[config.mk]
export PLATFORM = sky130hd
export DESIGN_NAME = integer_literal_scanner
export DESIGN_NICKNAME = d
export VERILOG_FILES = /design/src/rtl/ils_pkg.sv /design/src/rtl/ils_front.sv /design/src/rtl/ils_queue.sv /design/src/rtl/ils_back.sv /design/src/rtl/integer_literal_scanner.sv
export VERILOG_INCLUDE_DIRS = /design/src /design/src/rtl
export SDC_FILE = /design/constraint.sdc
export NUM_CORES = 1
export LEC_CHECK = 0
export ABC_CLOCK_PERIOD_IN_PS = 19600
export BUFFER_PORTS_ARGS = -buffer_cell sky130_fd_sc_hd__buf_2
export CAP_MARGIN = 20
export CORE_ASPECT_RATIO = 1.25
export CORE_MARGIN = 1.5
export CORE_UTILIZATION = 55
export DETAILED_ROUTE_END_ITERATION = 6
export PLACE_DENSITY = 0.78
export SLEW_MARGIN = 20
export SYNTH_ARGS = -nofsm -noshare
export SYNTH_HDL_FRONTEND = slang
export SYNTH_SLANG_ARGS = --single-unit
[constraint.sdc]
create_clock -name clk -period 19.6 [get_ports clk]
set_input_delay 0 -clock clk [delete_from_list [all_inputs] [get_ports clk]]
set_output_delay 0 -clock clk [all_outputs]
set_load 0.03 [all_outputs]
[src/rtl/assert_macros.svh]
// ---------------------------------------------------------------------------
// Assertion macros shared by the RTL.
// Checks are compiled out when SYNTHESIS is defined.
// ---------------------------------------------------------------------------
`ifndef ASSERT_MACROS_SVH
`define ASSERT_MACROS_SVH

`ifndef SYNTHESIS

// expression must hold at every clock edge out of reset
`define ASSERT_HOLDS(label, clk, rst, expr, msg) \
  label: assert property (@(posedge clk) disable iff (rst) (expr)) else $error(msg);

// consequent must hold in the same cycle as the antecedent
`define ASSERT_IMPLY(label, clk, rst, ante, cons, msg) \
  label: assert property (@(posedge clk) disable iff (rst) (ante) |-> (cons)) else $error(msg);

// consequent must hold in the cycle after the antecedent
`define ASSERT_NEXT(label, clk, rst, ante, cons, msg) \
  label: assert property (@(posedge clk) disable iff (rst) (ante) |=> (cons)) else $error(msg);

`else

`define ASSERT_HOLDS(label, clk, rst, expr, msg)
`define ASSERT_IMPLY(label, clk, rst, ante, cons, msg)
`define ASSERT_NEXT(label, clk, rst, ante, cons, msg)

`endif

`endif

[src/rtl/ils_pkg.sv]
// ---------------------------------------------------------------------------
// ils_pkg
// Types and constants of the integer literal scanner.
// ---------------------------------------------------------------------------
`timescale 1ns / 1ps
`default_nettype none

package ils_pkg;

  localparam int ACC_W         = 64;
  localparam int PROD_W        = ACC_W + 4;
  localparam int QUEUE_DEPTH   = 2;

  typedef enum logic [1:0] {
    PH_IDLE,
    PH_ZERO,
    PH_SCAN
  } phase_t;

  typedef enum logic [1:0] {
    RADIX_DEC,
    RADIX_HEX,
    RADIX_BIN,
    RADIX_OCT
  } radix_t;

  localparam logic [1:0] ST_OK       = 2'd0;
  localparam logic [1:0] ST_INVALID  = 2'd1;
  localparam logic [1:0] ST_OVERFLOW = 2'd2;

  localparam logic [7:0] CH_ZERO   = 8'h30;
  localparam logic [7:0] CH_NINE   = 8'h39;
  localparam logic [7:0] CH_A_LC   = 8'h61;
  localparam logic [7:0] CH_F_LC   = 8'h66;
  localparam logic [7:0] CH_A_UC   = 8'h41;
  localparam logic [7:0] CH_F_UC   = 8'h46;
  localparam logic [7:0] CH_E_LC   = 8'h65;
  localparam logic [7:0] CH_E_UC   = 8'h45;
  localparam logic [7:0] CH_X_LC   = 8'h78;
  localparam logic [7:0] CH_X_UC   = 8'h58;
  localparam logic [7:0] CH_B_LC   = 8'h62;
  localparam logic [7:0] CH_B_UC   = 8'h42;
  localparam logic [7:0] CH_O_LC   = 8'h6f;
  localparam logic [7:0] CH_O_UC   = 8'h4f;
  localparam logic [7:0] CH_P_LC   = 8'h70;
  localparam logic [7:0] CH_P_UC   = 8'h50;
  localparam logic [7:0] CH_DOT    = 8'h2e;
  localparam logic [7:0] CH_USCORE = 8'h5f;

  // classified source byte, as queued between front and back
  typedef struct packed {
    logic       start;
    logic       is_dec;
    logic       is_hex_alpha;
    logic       is_expo;
    logic       is_uscore;
    logic       has_prefix;
    radix_t     prefix;
    logic       is_dot;
    logic       is_pmark;
    logic [3:0] digit;
    logic [7:0] raw;
  } cls_item_t;

endpackage

`default_nettype wire

[src/rtl/ils_front.sv]
// ---------------------------------------------------------------------------
// ils_front
// Classifies each incoming source byte: digit value, prefix letters,
// underscore and float markers.
// ---------------------------------------------------------------------------
`timescale 1ns / 1ps
`default_nettype none

module ils_front
  import ils_pkg::*;
(
  input  wire logic [7:0] source_byte,
  input  wire logic       literal_start,
  output cls_item_t       item
);

  logic [7:0] dec_off;
  logic [7:0] lc_off;
  logic [7:0] uc_off;
  logic       lc_hex;
  logic       uc_hex;

  always_comb begin
    dec_off = source_byte - CH_ZERO;
    lc_off  = source_byte - CH_A_LC;
    uc_off  = source_byte - CH_A_UC;
    lc_hex  = (source_byte >= CH_A_LC) && (source_byte <= CH_F_LC);
    uc_hex  = (source_byte >= CH_A_UC) && (source_byte <= CH_F_UC);

    item              = '0;
    item.start        = literal_start;
    item.raw          = source_byte;
    item.is_dec       = (source_byte >= CH_ZERO) && (source_byte <= CH_NINE);
    item.is_hex_alpha = lc_hex || uc_hex;
    item.is_expo      = (source_byte == CH_E_LC) || (source_byte == CH_E_UC);
    item.is_uscore    = (source_byte == CH_USCORE);
    item.is_dot       = (source_byte == CH_DOT);
    item.is_pmark     = (source_byte == CH_P_LC) || (source_byte == CH_P_UC);

    if (item.is_dec) begin
      item.digit = dec_off[3:0];
    end else if (lc_hex) begin
      item.digit = lc_off[3:0] + 4'd10;
    end else if (uc_hex) begin
      item.digit = uc_off[3:0] + 4'd10;
    end

    unique case (source_byte) inside
      CH_X_LC, CH_X_UC: begin
        item.has_prefix = 1'b1;
        item.prefix     = RADIX_HEX;
      end
      CH_B_LC, CH_B_UC: begin
        item.has_prefix = 1'b1;
        item.prefix     = RADIX_BIN;
      end
      CH_O_LC, CH_O_UC: begin
        item.has_prefix = 1'b1;
        item.prefix     = RADIX_OCT;
      end
      default: begin
        item.has_prefix = 1'b0;
        item.prefix     = RADIX_DEC;
      end
    endcase
  end

endmodule

`default_nettype wire

[src/rtl/ils_queue.sv]
// ---------------------------------------------------------------------------
// ils_queue
// Short FIFO of classified items between front and back.
// ---------------------------------------------------------------------------
`timescale 1ns / 1ps
`default_nettype none

`include "assert_macros.svh"

module ils_queue
  import ils_pkg::*;
#(
  parameter int DEPTH = QUEUE_DEPTH
)
(
  input  wire logic      clk,
  input  wire logic      rst,
  input  wire logic      push_valid,
  output logic           push_ready,
  input  wire cls_item_t push_item,
  output logic           pop_valid,
  input  wire logic      pop_ready,
  output cls_item_t      pop_item
);

  localparam int PTR_W = (DEPTH > 1) ? $clog2(DEPTH) : 1;
  localparam int CNT_W = $clog2(DEPTH + 1);

  cls_item_t          slots [DEPTH];
  logic [PTR_W-1:0]   wptr;
  logic [PTR_W-1:0]   rptr;
  logic [CNT_W-1:0]   count;
  logic               push;
  logic               pop;

  assign push_ready = (count != CNT_W'(DEPTH));
  assign pop_valid  = (count != '0);
  assign pop_item   = slots[rptr];
  assign push       = push_valid && push_ready;
  assign pop        = pop_valid && pop_ready;

  always_ff @(posedge clk) begin
    if (push) begin
      slots[wptr] <= push_item;
    end
  end

  always_ff @(posedge clk) begin
    if (rst) begin
      wptr  <= '0;
      rptr  <= '0;
      count <= '0;
    end else begin
      if (push) begin
        wptr <= (wptr == PTR_W'(DEPTH - 1)) ? '0 : wptr + 1'b1;
      end
      if (pop) begin
        rptr <= (rptr == PTR_W'(DEPTH - 1)) ? '0 : rptr + 1'b1;
      end
      if (push && !pop) begin
        count <= count + 1'b1;
      end else if (pop && !push) begin
        count <= count - 1'b1;
      end
    end
  end

  `ASSERT_HOLDS(a_count_bound, clk, rst, count <= CNT_W'(DEPTH), "queue count above depth")
  `ASSERT_NEXT(a_count_up, clk, rst, push && !pop, count == $past(count) + 1'b1, "queue count did not rise")
  `ASSERT_NEXT(a_count_down, clk, rst, pop && !push, count == $past(count) - 1'b1, "queue count did not fall")

endmodule

`default_nettype wire

[src/rtl/ils_back.sv]
// ---------------------------------------------------------------------------
// ils_back
// Scan state machine: accumulates digits in the selected base, checks
// underscores and overflow, and registers one result per literal ended by a stop byte.
// ---------------------------------------------------------------------------
`timescale 1ns / 1ps
`default_nettype none

`include "assert_macros.svh"

module ils_back
  import ils_pkg::*;
(
  input  wire logic              clk,
  input  wire logic              rst,
  input  wire logic              item_valid,
  output logic                   item_ready,
  input  wire cls_item_t         item,
  output logic                   out_valid,
  input  wire logic              out_ready,
  output logic [ACC_W-1:0]       literal_value,
  output logic [1:0]             literal_status,
  output logic [1:0]             radix_code,
  output logic [7:0]             stop_byte,
  output logic                   float_follows
);

  phase_t             phase, phase_next;
  radix_t             radix, radix_next;
  logic [ACC_W-1:0]   accum, accum_next;
  logic [1:0]         status, status_next;
  logic               prev_us, prev_us_next;
  logic               any_seen, any_seen_next;

  // digit unit
  logic [ACC_W-1:0]   eff_acc;
  radix_t             eff_radix;
  logic [1:0]         eff_status;
  logic [PROD_W-1:0]  wide_acc;
  logic [PROD_W-1:0]  prod;
  logic [PROD_W-1:0]  sum;
  logic               digit_bad;
  logic [ACC_W-1:0]   add_acc;
  logic [1:0]         add_status;

  logic               scan_end;
  logic               emit_req;
  logic               advance;
  logic               emit;
  logic [1:0]         fin_status;
  logic [ACC_W-1:0]   fin_value;
  logic               fin_float;

  // a fresh literal starts from zero in decimal
  always_comb begin
    eff_acc    = item.start ? '0 : accum;
    eff_radix  = item.start ? RADIX_DEC : radix;
    eff_status = item.start ? ST_OK : status;
    wide_acc   = {4'b0, eff_acc};

    unique case (eff_radix)
      RADIX_DEC: begin
        prod      = (wide_acc << 3) + (wide_acc << 1);
        digit_bad = (item.digit > 4'd9);
      end
      RADIX_HEX: begin
        prod      = wide_acc << 4;
        digit_bad = 1'b0;
      end
      RADIX_BIN: begin
        prod      = wide_acc << 1;
        digit_bad = (item.digit > 4'd1);
      end
      RADIX_OCT: begin
        prod      = wide_acc << 3;
        digit_bad = (item.digit > 4'd7);
      end
      default: begin
        prod      = '0;
        digit_bad = 1'b0;
      end
    endcase

    sum        = prod + PROD_W'(item.digit);
    add_acc    = eff_acc;
    add_status = digit_bad ? ST_INVALID : eff_status;
    if (add_status == ST_OK) begin
      if (sum[PROD_W-1:ACC_W] == '0) begin
        add_acc = sum[ACC_W-1:0];
      end else begin
        add_status = ST_OVERFLOW;
      end
    end
  end

  // does this item close the literal?
  always_comb begin
    scan_end = ((radix != RADIX_HEX) && item.is_expo) ||
               !(item.is_hex_alpha || item.is_dec || item.is_uscore);
    emit_req = !item.start &&
               (((phase == PH_ZERO) && !item.is_dec && !item.has_prefix) ||
                ((phase == PH_SCAN) && scan_end));
    item_ready = !emit_req || !out_valid || out_ready;
    advance    = item_valid && item_ready;
  end

  always_comb begin
    phase_next    = phase;
    radix_next    = radix;
    accum_next    = accum;
    status_next   = status;
    prev_us_next  = prev_us;
    any_seen_next = any_seen;
    emit          = 1'b0;

    fin_status = (phase == PH_SCAN && prev_us) ? ST_INVALID : status;
    unique case (fin_status)
      ST_OK:       fin_value = accum;
      ST_OVERFLOW: fin_value = '1;
      default:     fin_value = '0;
    endcase
    fin_float = (((radix == RADIX_DEC) || (radix == RADIX_HEX)) && item.is_dot) ||
                ((radix == RADIX_DEC) && item.is_expo) ||
                ((radix == RADIX_HEX) && item.is_pmark);

    if (advance) begin
      if (item.start) begin
        if (!item.is_dec) begin
          phase_next = PH_IDLE;
        end else begin
          radix_next   = RADIX_DEC;
          prev_us_next = 1'b0;
          if (item.digit == 4'd0) begin
            phase_next    = PH_ZERO;
            accum_next    = '0;
            status_next   = ST_OK;
            any_seen_next = 1'b0;
          end else begin
            phase_next    = PH_SCAN;
            accum_next    = add_acc;
            status_next   = add_status;
            any_seen_next = 1'b1;
          end
        end
      end else begin
        unique case (phase)
          PH_ZERO: begin
            if (item.is_dec) begin
              phase_next    = PH_SCAN;
              accum_next    = add_acc;
              status_next   = add_status;
              any_seen_next = 1'b1;
              prev_us_next  = 1'b0;
            end else if (item.has_prefix) begin
              phase_next = PH_SCAN;
              radix_next = item.prefix;
            end else begin
              emit       = 1'b1;
              phase_next = PH_IDLE;
            end
          end
          PH_SCAN: begin
            if (scan_end) begin
              emit        = 1'b1;
              status_next = fin_status;
              phase_next  = PH_IDLE;
            end else if (item.is_uscore) begin
              if (!any_seen || prev_us) begin
                status_next = ST_INVALID;
              end
              prev_us_next  = 1'b1;
              any_seen_next = 1'b1;
            end else begin
              accum_next    = add_acc;
              status_next   = add_status;
              any_seen_next = 1'b1;
              prev_us_next  = 1'b0;
            end
          end
          default: begin
            phase_next = PH_IDLE;
          end
        endcase
      end
    end
  end

  always_ff @(posedge clk) begin
    if (rst) begin
      phase    <= PH_IDLE;
      radix    <= RADIX_DEC;
      accum    <= '0;
      status   <= ST_OK;
      prev_us  <= 1'b0;
      any_seen <= 1'b0;
    end else begin
      phase    <= phase_next;
      radix    <= radix_next;
      accum    <= accum_next;
      status   <= status_next;
      prev_us  <= prev_us_next;
      any_seen <= any_seen_next;
    end
  end

  // result register: refilled in the same cycle it is drained
  always_ff @(posedge clk) begin
    if (rst) begin
      out_valid <= 1'b0;
    end else if (emit) begin
      out_valid <= 1'b1;
    end else if (out_ready) begin
      out_valid <= 1'b0;
    end
  end

  always_ff @(posedge clk) begin
    if (emit) begin
      literal_value  <= fin_value;
      literal_status <= fin_status;
      radix_code     <= radix;
      stop_byte      <= item.raw;
      float_follows  <= fin_float;
    end
  end

  `ASSERT_IMPLY(a_zero_clean, clk, rst, phase == PH_ZERO, (accum == '0) && (status == ST_OK) && (radix == RADIX_DEC), "leading zero phase with stale state")
  `ASSERT_IMPLY(a_status_code, clk, rst, out_valid, literal_status != 2'd3, "undefined status code")
  `ASSERT_IMPLY(a_invalid_zero, clk, rst, out_valid && (literal_status == ST_INVALID), literal_value == '0, "invalid result with non-zero value")
  `ASSERT_IMPLY(a_ovf_ones, clk, rst, out_valid && (literal_status == ST_OVERFLOW), literal_value == '1, "overflow result not saturated")

endmodule

`default_nettype wire

[src/rtl/integer_literal_scanner.sv]
// ---------------------------------------------------------------------------
// integer_literal_scanner
// Scans integer literals with optional 0x/0b/0o prefix, one byte per item.
// ---------------------------------------------------------------------------
// Throughput: one byte per cycle while the queue has room; the back end
// holds a stop byte while an earlier result is still unread. The digit step
// is a shift-add of the accumulator done combinationally by the back-end
// state machine. The stop byte is queued, then the back end registers the result.
// Reset (rst, synchronous): empties the queue, drops any pending result
// and returns the scanner to idle in decimal with a zero accumulator.
`timescale 1ns / 1ps
`default_nettype none

module integer_literal_scanner
  import ils_pkg::*;
#(
  parameter int QDEPTH = QUEUE_DEPTH
)
(
  input  wire logic              clk,
  input  wire logic              rst,
  input  wire logic              in_valid,
  output logic                   in_ready,
  input  wire logic [7:0]        source_byte,
  input  wire logic              literal_start,
  output logic                   out_valid,
  input  wire logic              out_ready,
  output logic [ACC_W-1:0]       literal_value,
  output logic [1:0]             literal_status,
  output logic [1:0]             radix_code,
  output logic [7:0]             stop_byte,
  output logic                   float_follows
);

  cls_item_t front_item;
  cls_item_t back_item;
  logic      back_valid;
  logic      back_ready;

  ils_front u_front (
    .source_byte   (source_byte),
    .literal_start (literal_start),
    .item          (front_item)
  );

  ils_queue #(
    .DEPTH (QDEPTH)
  ) u_queue (
    .clk        (clk),
    .rst        (rst),
    .push_valid (in_valid),
    .push_ready (in_ready),
    .push_item  (front_item),
    .pop_valid  (back_valid),
    .pop_ready  (back_ready),
    .pop_item   (back_item)
  );

  ils_back u_back (
    .clk            (clk),
    .rst            (rst),
    .item_valid     (back_valid),
    .item_ready     (back_ready),
    .item           (back_item),
    .out_valid      (out_valid),
    .out_ready      (out_ready),
    .literal_value  (literal_value),
    .literal_status (literal_status),
    .radix_code     (radix_code),
    .stop_byte      (stop_byte),
    .float_follows  (float_follows)
  );

endmodule

`default_nettype wire

==> impl_summary.txt <==
----------------------------------------------------
[Logic synthesis]
  Mapped Nets ... 2482
  Avg Synthesized Cell Area ... 7.783 sq um
  Number of warning messages in the yosys log ... 0
  Post-synthesis async set-or-reset flop share ... 0%
  Share of the synthesized area in the top cell type ... 19.10%
  Number of synthesized flops with an enable pin ... 121
  Dominant cell by count in the synthesized netlist ... nor2_1
  Cell types with the largest area share after synthesis ... edfxtp_1 (19%), dfxtp_1 (8.2%), nor2_1 (7.0%), a21oi_1 (4.2%), o21ai_0 (4.0%)
  Sequential element share of the synthesized area ... 27.31%
  Number of distinct library cell variants in the gate-level netlist after synthesis ... 109
  Gate Count Post-Synth ... 2444
  Ys flop type ... edfxtp_1
  Number of synthesized register bits ... 199
  Syn Std Cell Area ... 19020 sq um
  Commonest cells post-synth ... nor2_1 (357), nand2_1 (173), a21oi_1 (161)
  Area leader, netlist ... edfxtp_1

[Power and ir drop]
  Static Leak ... 6.933 nW
  Share of total power consumed by net switching ... 40.29%
  Part of the power in combinational logic ... 32.9%
  Net load switching power ... 0.0005182 W
  Internal power ... 0.0007682 W
  Sequential Power Share ... 39.4%
  Part of the total power dissipated in the clock network ... 27.7%
  PD cells ... 64.71 nW/um^2
  Highest ir drop seen on vdd ... 0.00007950 V

[Hold path]
  Class of the most critical hold timing path ... primary input to register

[Route]
  1st-pass router iterations ... 6
  Number of remaining DRC errors ... 0
  ANT nets after route ... 0
  Via density ... 6.899
  Iteration-0 DRC Markers ... 2464
  Final routed wire length divided by cell count ... 23.89 microns
  Vias after detailed routing ... 19380
  Routed wire length ... 67100 microns

[STA]
  Fin crit period ... 7.739 ns
  Summed negative setup slack over all endpoints ... 0 ns
  Share of the cycle needed by the critical path after routing ... 39.49%
  RSZ-0062 raised after global routing ... false
  Final setup violation count ... 0
  Worst slew slack as a fraction of its limit ... 20.32%
  Count of endpoints failing hold in the final timing report ... 0
  Slew at the pin closest to its max-slew limit ... 1.188 ns
  Number of max-slew violations in the final report ... 0
  Worst hold margin ... 0.2491 ns
  Skew final ... 0.01667 ns
  Peak Freq ... 129.2 MHz

[Final layout]
  Number of inserted filler cells in the final layout ... 3089
  Antenna diodes ... 0
  Layout cell share with drive strength beyond 1 ... 10.77%
  Signed area change from the synthesized netlist to the final layout ... 4.512%
  Number of nets in the final layout ... 2411
  End-of-flow core utilization ... 58.85%

[Global routing]
  Number of antenna violations at the first check in global routing ... 0
  Overflow left after global routing ... 0
  Global router's overall resource usage ... 37.05%
  Largest net degree at the start of global routing ... 139
  Vias in the first global route ... 17610
  First-pass GRT wire length ... 102400 microns

[CTS]
  Inserted Clock Buffers ... 17
  Total setup buffers inserted after CTS ... 0
  Number of resized instances in the post-cts repair step ... 0
  Total number of clock tree sinks ... 199
  Maximum root-to-sink buffer count ... 2
  CTS tree ... built
  Hold-fix buffers at CTS ... 13
  Root buffer cell ... clkbuf_16
  H-tree depth reported by CTS ... 4
  Latest clock arrival within the worst-skew pair ... 0.48 ns
  Clock transition at the register clock pins on the worst setup and hold paths after CTS ... 0.09 ns

[Die]
  Die Span Y ... 210.9 microns
  Die Outline Area ... 35720 sq um
  Initial Util ... 56.31%
  Core Rows ... 75
  Area of the core ... 33780 sq um
  X dimension of the die ... 169.3 microns
  I/O pin cnt ... 92

[Worst setup path]
  Cell with the largest stage delay on the worst path ... buf_4
  Data arrival time at the worst-slack endpoint ... 8.10 ns
  Crit path top cell by count ... buf_4
  Crit path largest cell delay ... 0.74 ns
  Capturing element type of the critical path ... register
  Worst-path maximum fanout ... 65
  Type of the worst setup path ... register to register
  Cell-by-cell trace of the critical path ... buf_4 > mux2_4 > buf_4 > nor2_1 > ha_1 > a2111oi_0 > or4_1 > a2111oi_4 > a311oi_1 > nand2_1 > a2111oi_2 > nor4b_1 > nand4_1 > nor3_1 > nand4_1 > a211o_1 > a2111oi_2 > o22ai_4 > buf_4 > a22o_1
  Critical path's top delay family ... compound AO/OA/AOI/OAI gates
  Buf+Inv Stages, Crit Path ... 3
  Req. time, crit path ... 19.96 ns
  Critical Path Source Type ... register

[Place]
  Detailed placer's ending HPWL ... 47590 microns
  GPL Wtd Cong ... 1.033
  Port buffer count ... 91

[Status]
  Result of the run ... finished, final reports clean

[Flow run]
  Reported max-cap violation count ... 0

----------------------------------------------------
[worst reg2reg max path, delay by kind of cell (launching register included)]
| kind | cells | cell delay [ns] |
|---|---|---|
| compound gates | 8 | 3.05 |
| fa+ha+maj | 1 | 0.29 |
| flops | 1 | 0.31 |
| mux | 1 | 0.74 |
| simple gates | 7 | 1.75 |
| buf+inv | 3 | 1.49 |
[worst paths after layout]
path | slack, ns | end | cells past startpoint | startpoint
worst max-delay path | 11.86 | u_back.accum[20] | 20 | register
worst max register to register | 11.86 | u_back.accum[20] | 20 | register
worst min-delay path | 0.25 | u_queue.slots[0][21] | 2 | literal_start
worst min register to register | 0.48 | u_back.any_seen | 2 | u_back.any_seen
[power groups by stage]
stage | clock network (W) | logic [W] | registers [W]
2_1_floorplan | 0 | 0.000337 | 0.000497
3_3_place_gp | 0 | 0.000402 | 0.000513
3_5_place_dp | 0 | 0.000409 | 0.000515
4_1_cts | 0.000357 | 0.000414 | 0.000506
5_1_grt | 0.000372 | 0.000453 | 0.000510
6_report | 0.000356 | 0.000423 | 0.000507
[kinds of logic after synthesis]
| family | after synthesis | share of synthesized area, % |
|---|---|---|
| flip-flops | 199 | 27.31 |
| AND/OR/NAND/NOR | 984 | 26.38 |
| XOR/XNOR | 125 | 5.755 |
| buffers and inverters | 277 | 6.900 |
| AO/OA/AOI/OAI | 768 | 28.32 |
| multiplexers | 64 | 3.545 |
| adder cells (fa/ha/maj) | 27 | 1.789 |
[per-stage QoR]
step / instance area (sq um) / setup slack [ns] / power, W / std cells
after floorplan: 19020 / 12.37 / 0.0008339 / 2444
after global placement: 19170 / 12.37 / 0.0009154 / 2764
after detailed placement: 19170 / 12.09 / 0.0009243 / 2764
after CTS: 19870 / 12.04 / 0.001276 / 2809
after global routing: 19880 / 11.37 / 0.001335 / 2809
final: 19880 / 11.86 / 0.001286 / 2809
[state kept, by name, indices dropped and copies added (netlist names), named ones only]
register and flops:
u_back.accum 64, u_back.any_seen 1, u_back.float_follows 1, u_back.literal_status 2, u_back.literal_value 64, u_back.out_valid 1, u_back.phase 2, u_back.prev_us 1
u_back.radix 2, u_back.radix_code 2, u_back.status 2, u_back.stop_byte 8, u_queue.count 2, u_queue.rptr 1, u_queue.slots 44, u_queue.wptr 1
[cell type report]
cell class	count	area [sq um]	share of cell area (%)
clock inverters	14	140.1	0.7049
multi-input cells	1968	12550	63.14
clock buffers	18	429.2	2.159
inverters	52	196.4	0.9881
well taps	423	529.3	2.662
repair buffers	135	830.8	4.179
flip-flops and latches	199	5202	26.17
[layer usage]
layer,GRT usage (%),part of all wire [%],up-vias
li1,-,-,8949
met1,46.54,39,9161
met2,60.32,46,1018
met3,5.115,7.7,250
met4,22.64,6.6,0
met5,0,0,-
[cells in the final DEF (no fill, tap or decap), types with 16 or more instances in the layout]
cell type,Yosys,routed
a21oi_1,161,161
a31oi_1,19,19
and2_1,33,33
nand3b_1,33,33
a22o_1,67,67
o21ai_0,152,152
a211oi_1,38,38
or3_1,18,18
nand3_1,67,67
buf_2,77,91
buf_4,1,30
xnor2_1,78,78
nand2_1,173,173
o21a_1,30,30
or3b_2,19,19
a21o_1,23,23
nor2b_1,16,16
mux2i_1,40,39
o22ai_1,26,25
nor4_1,20,20
dfxtp_1,78,74
nand2b_1,33,33
inv_1,51,48
o211ai_1,51,51
nor2_1,357,355
nand4_1,32,32
mux2_2,23,23
clkbuf_16,0,17
ha_1,24,24
edfxtp_1,121,121
nor3_1,67,67
and3_1,22,22
xor2_1,47,47
Power figures use the tool's default switching activity.
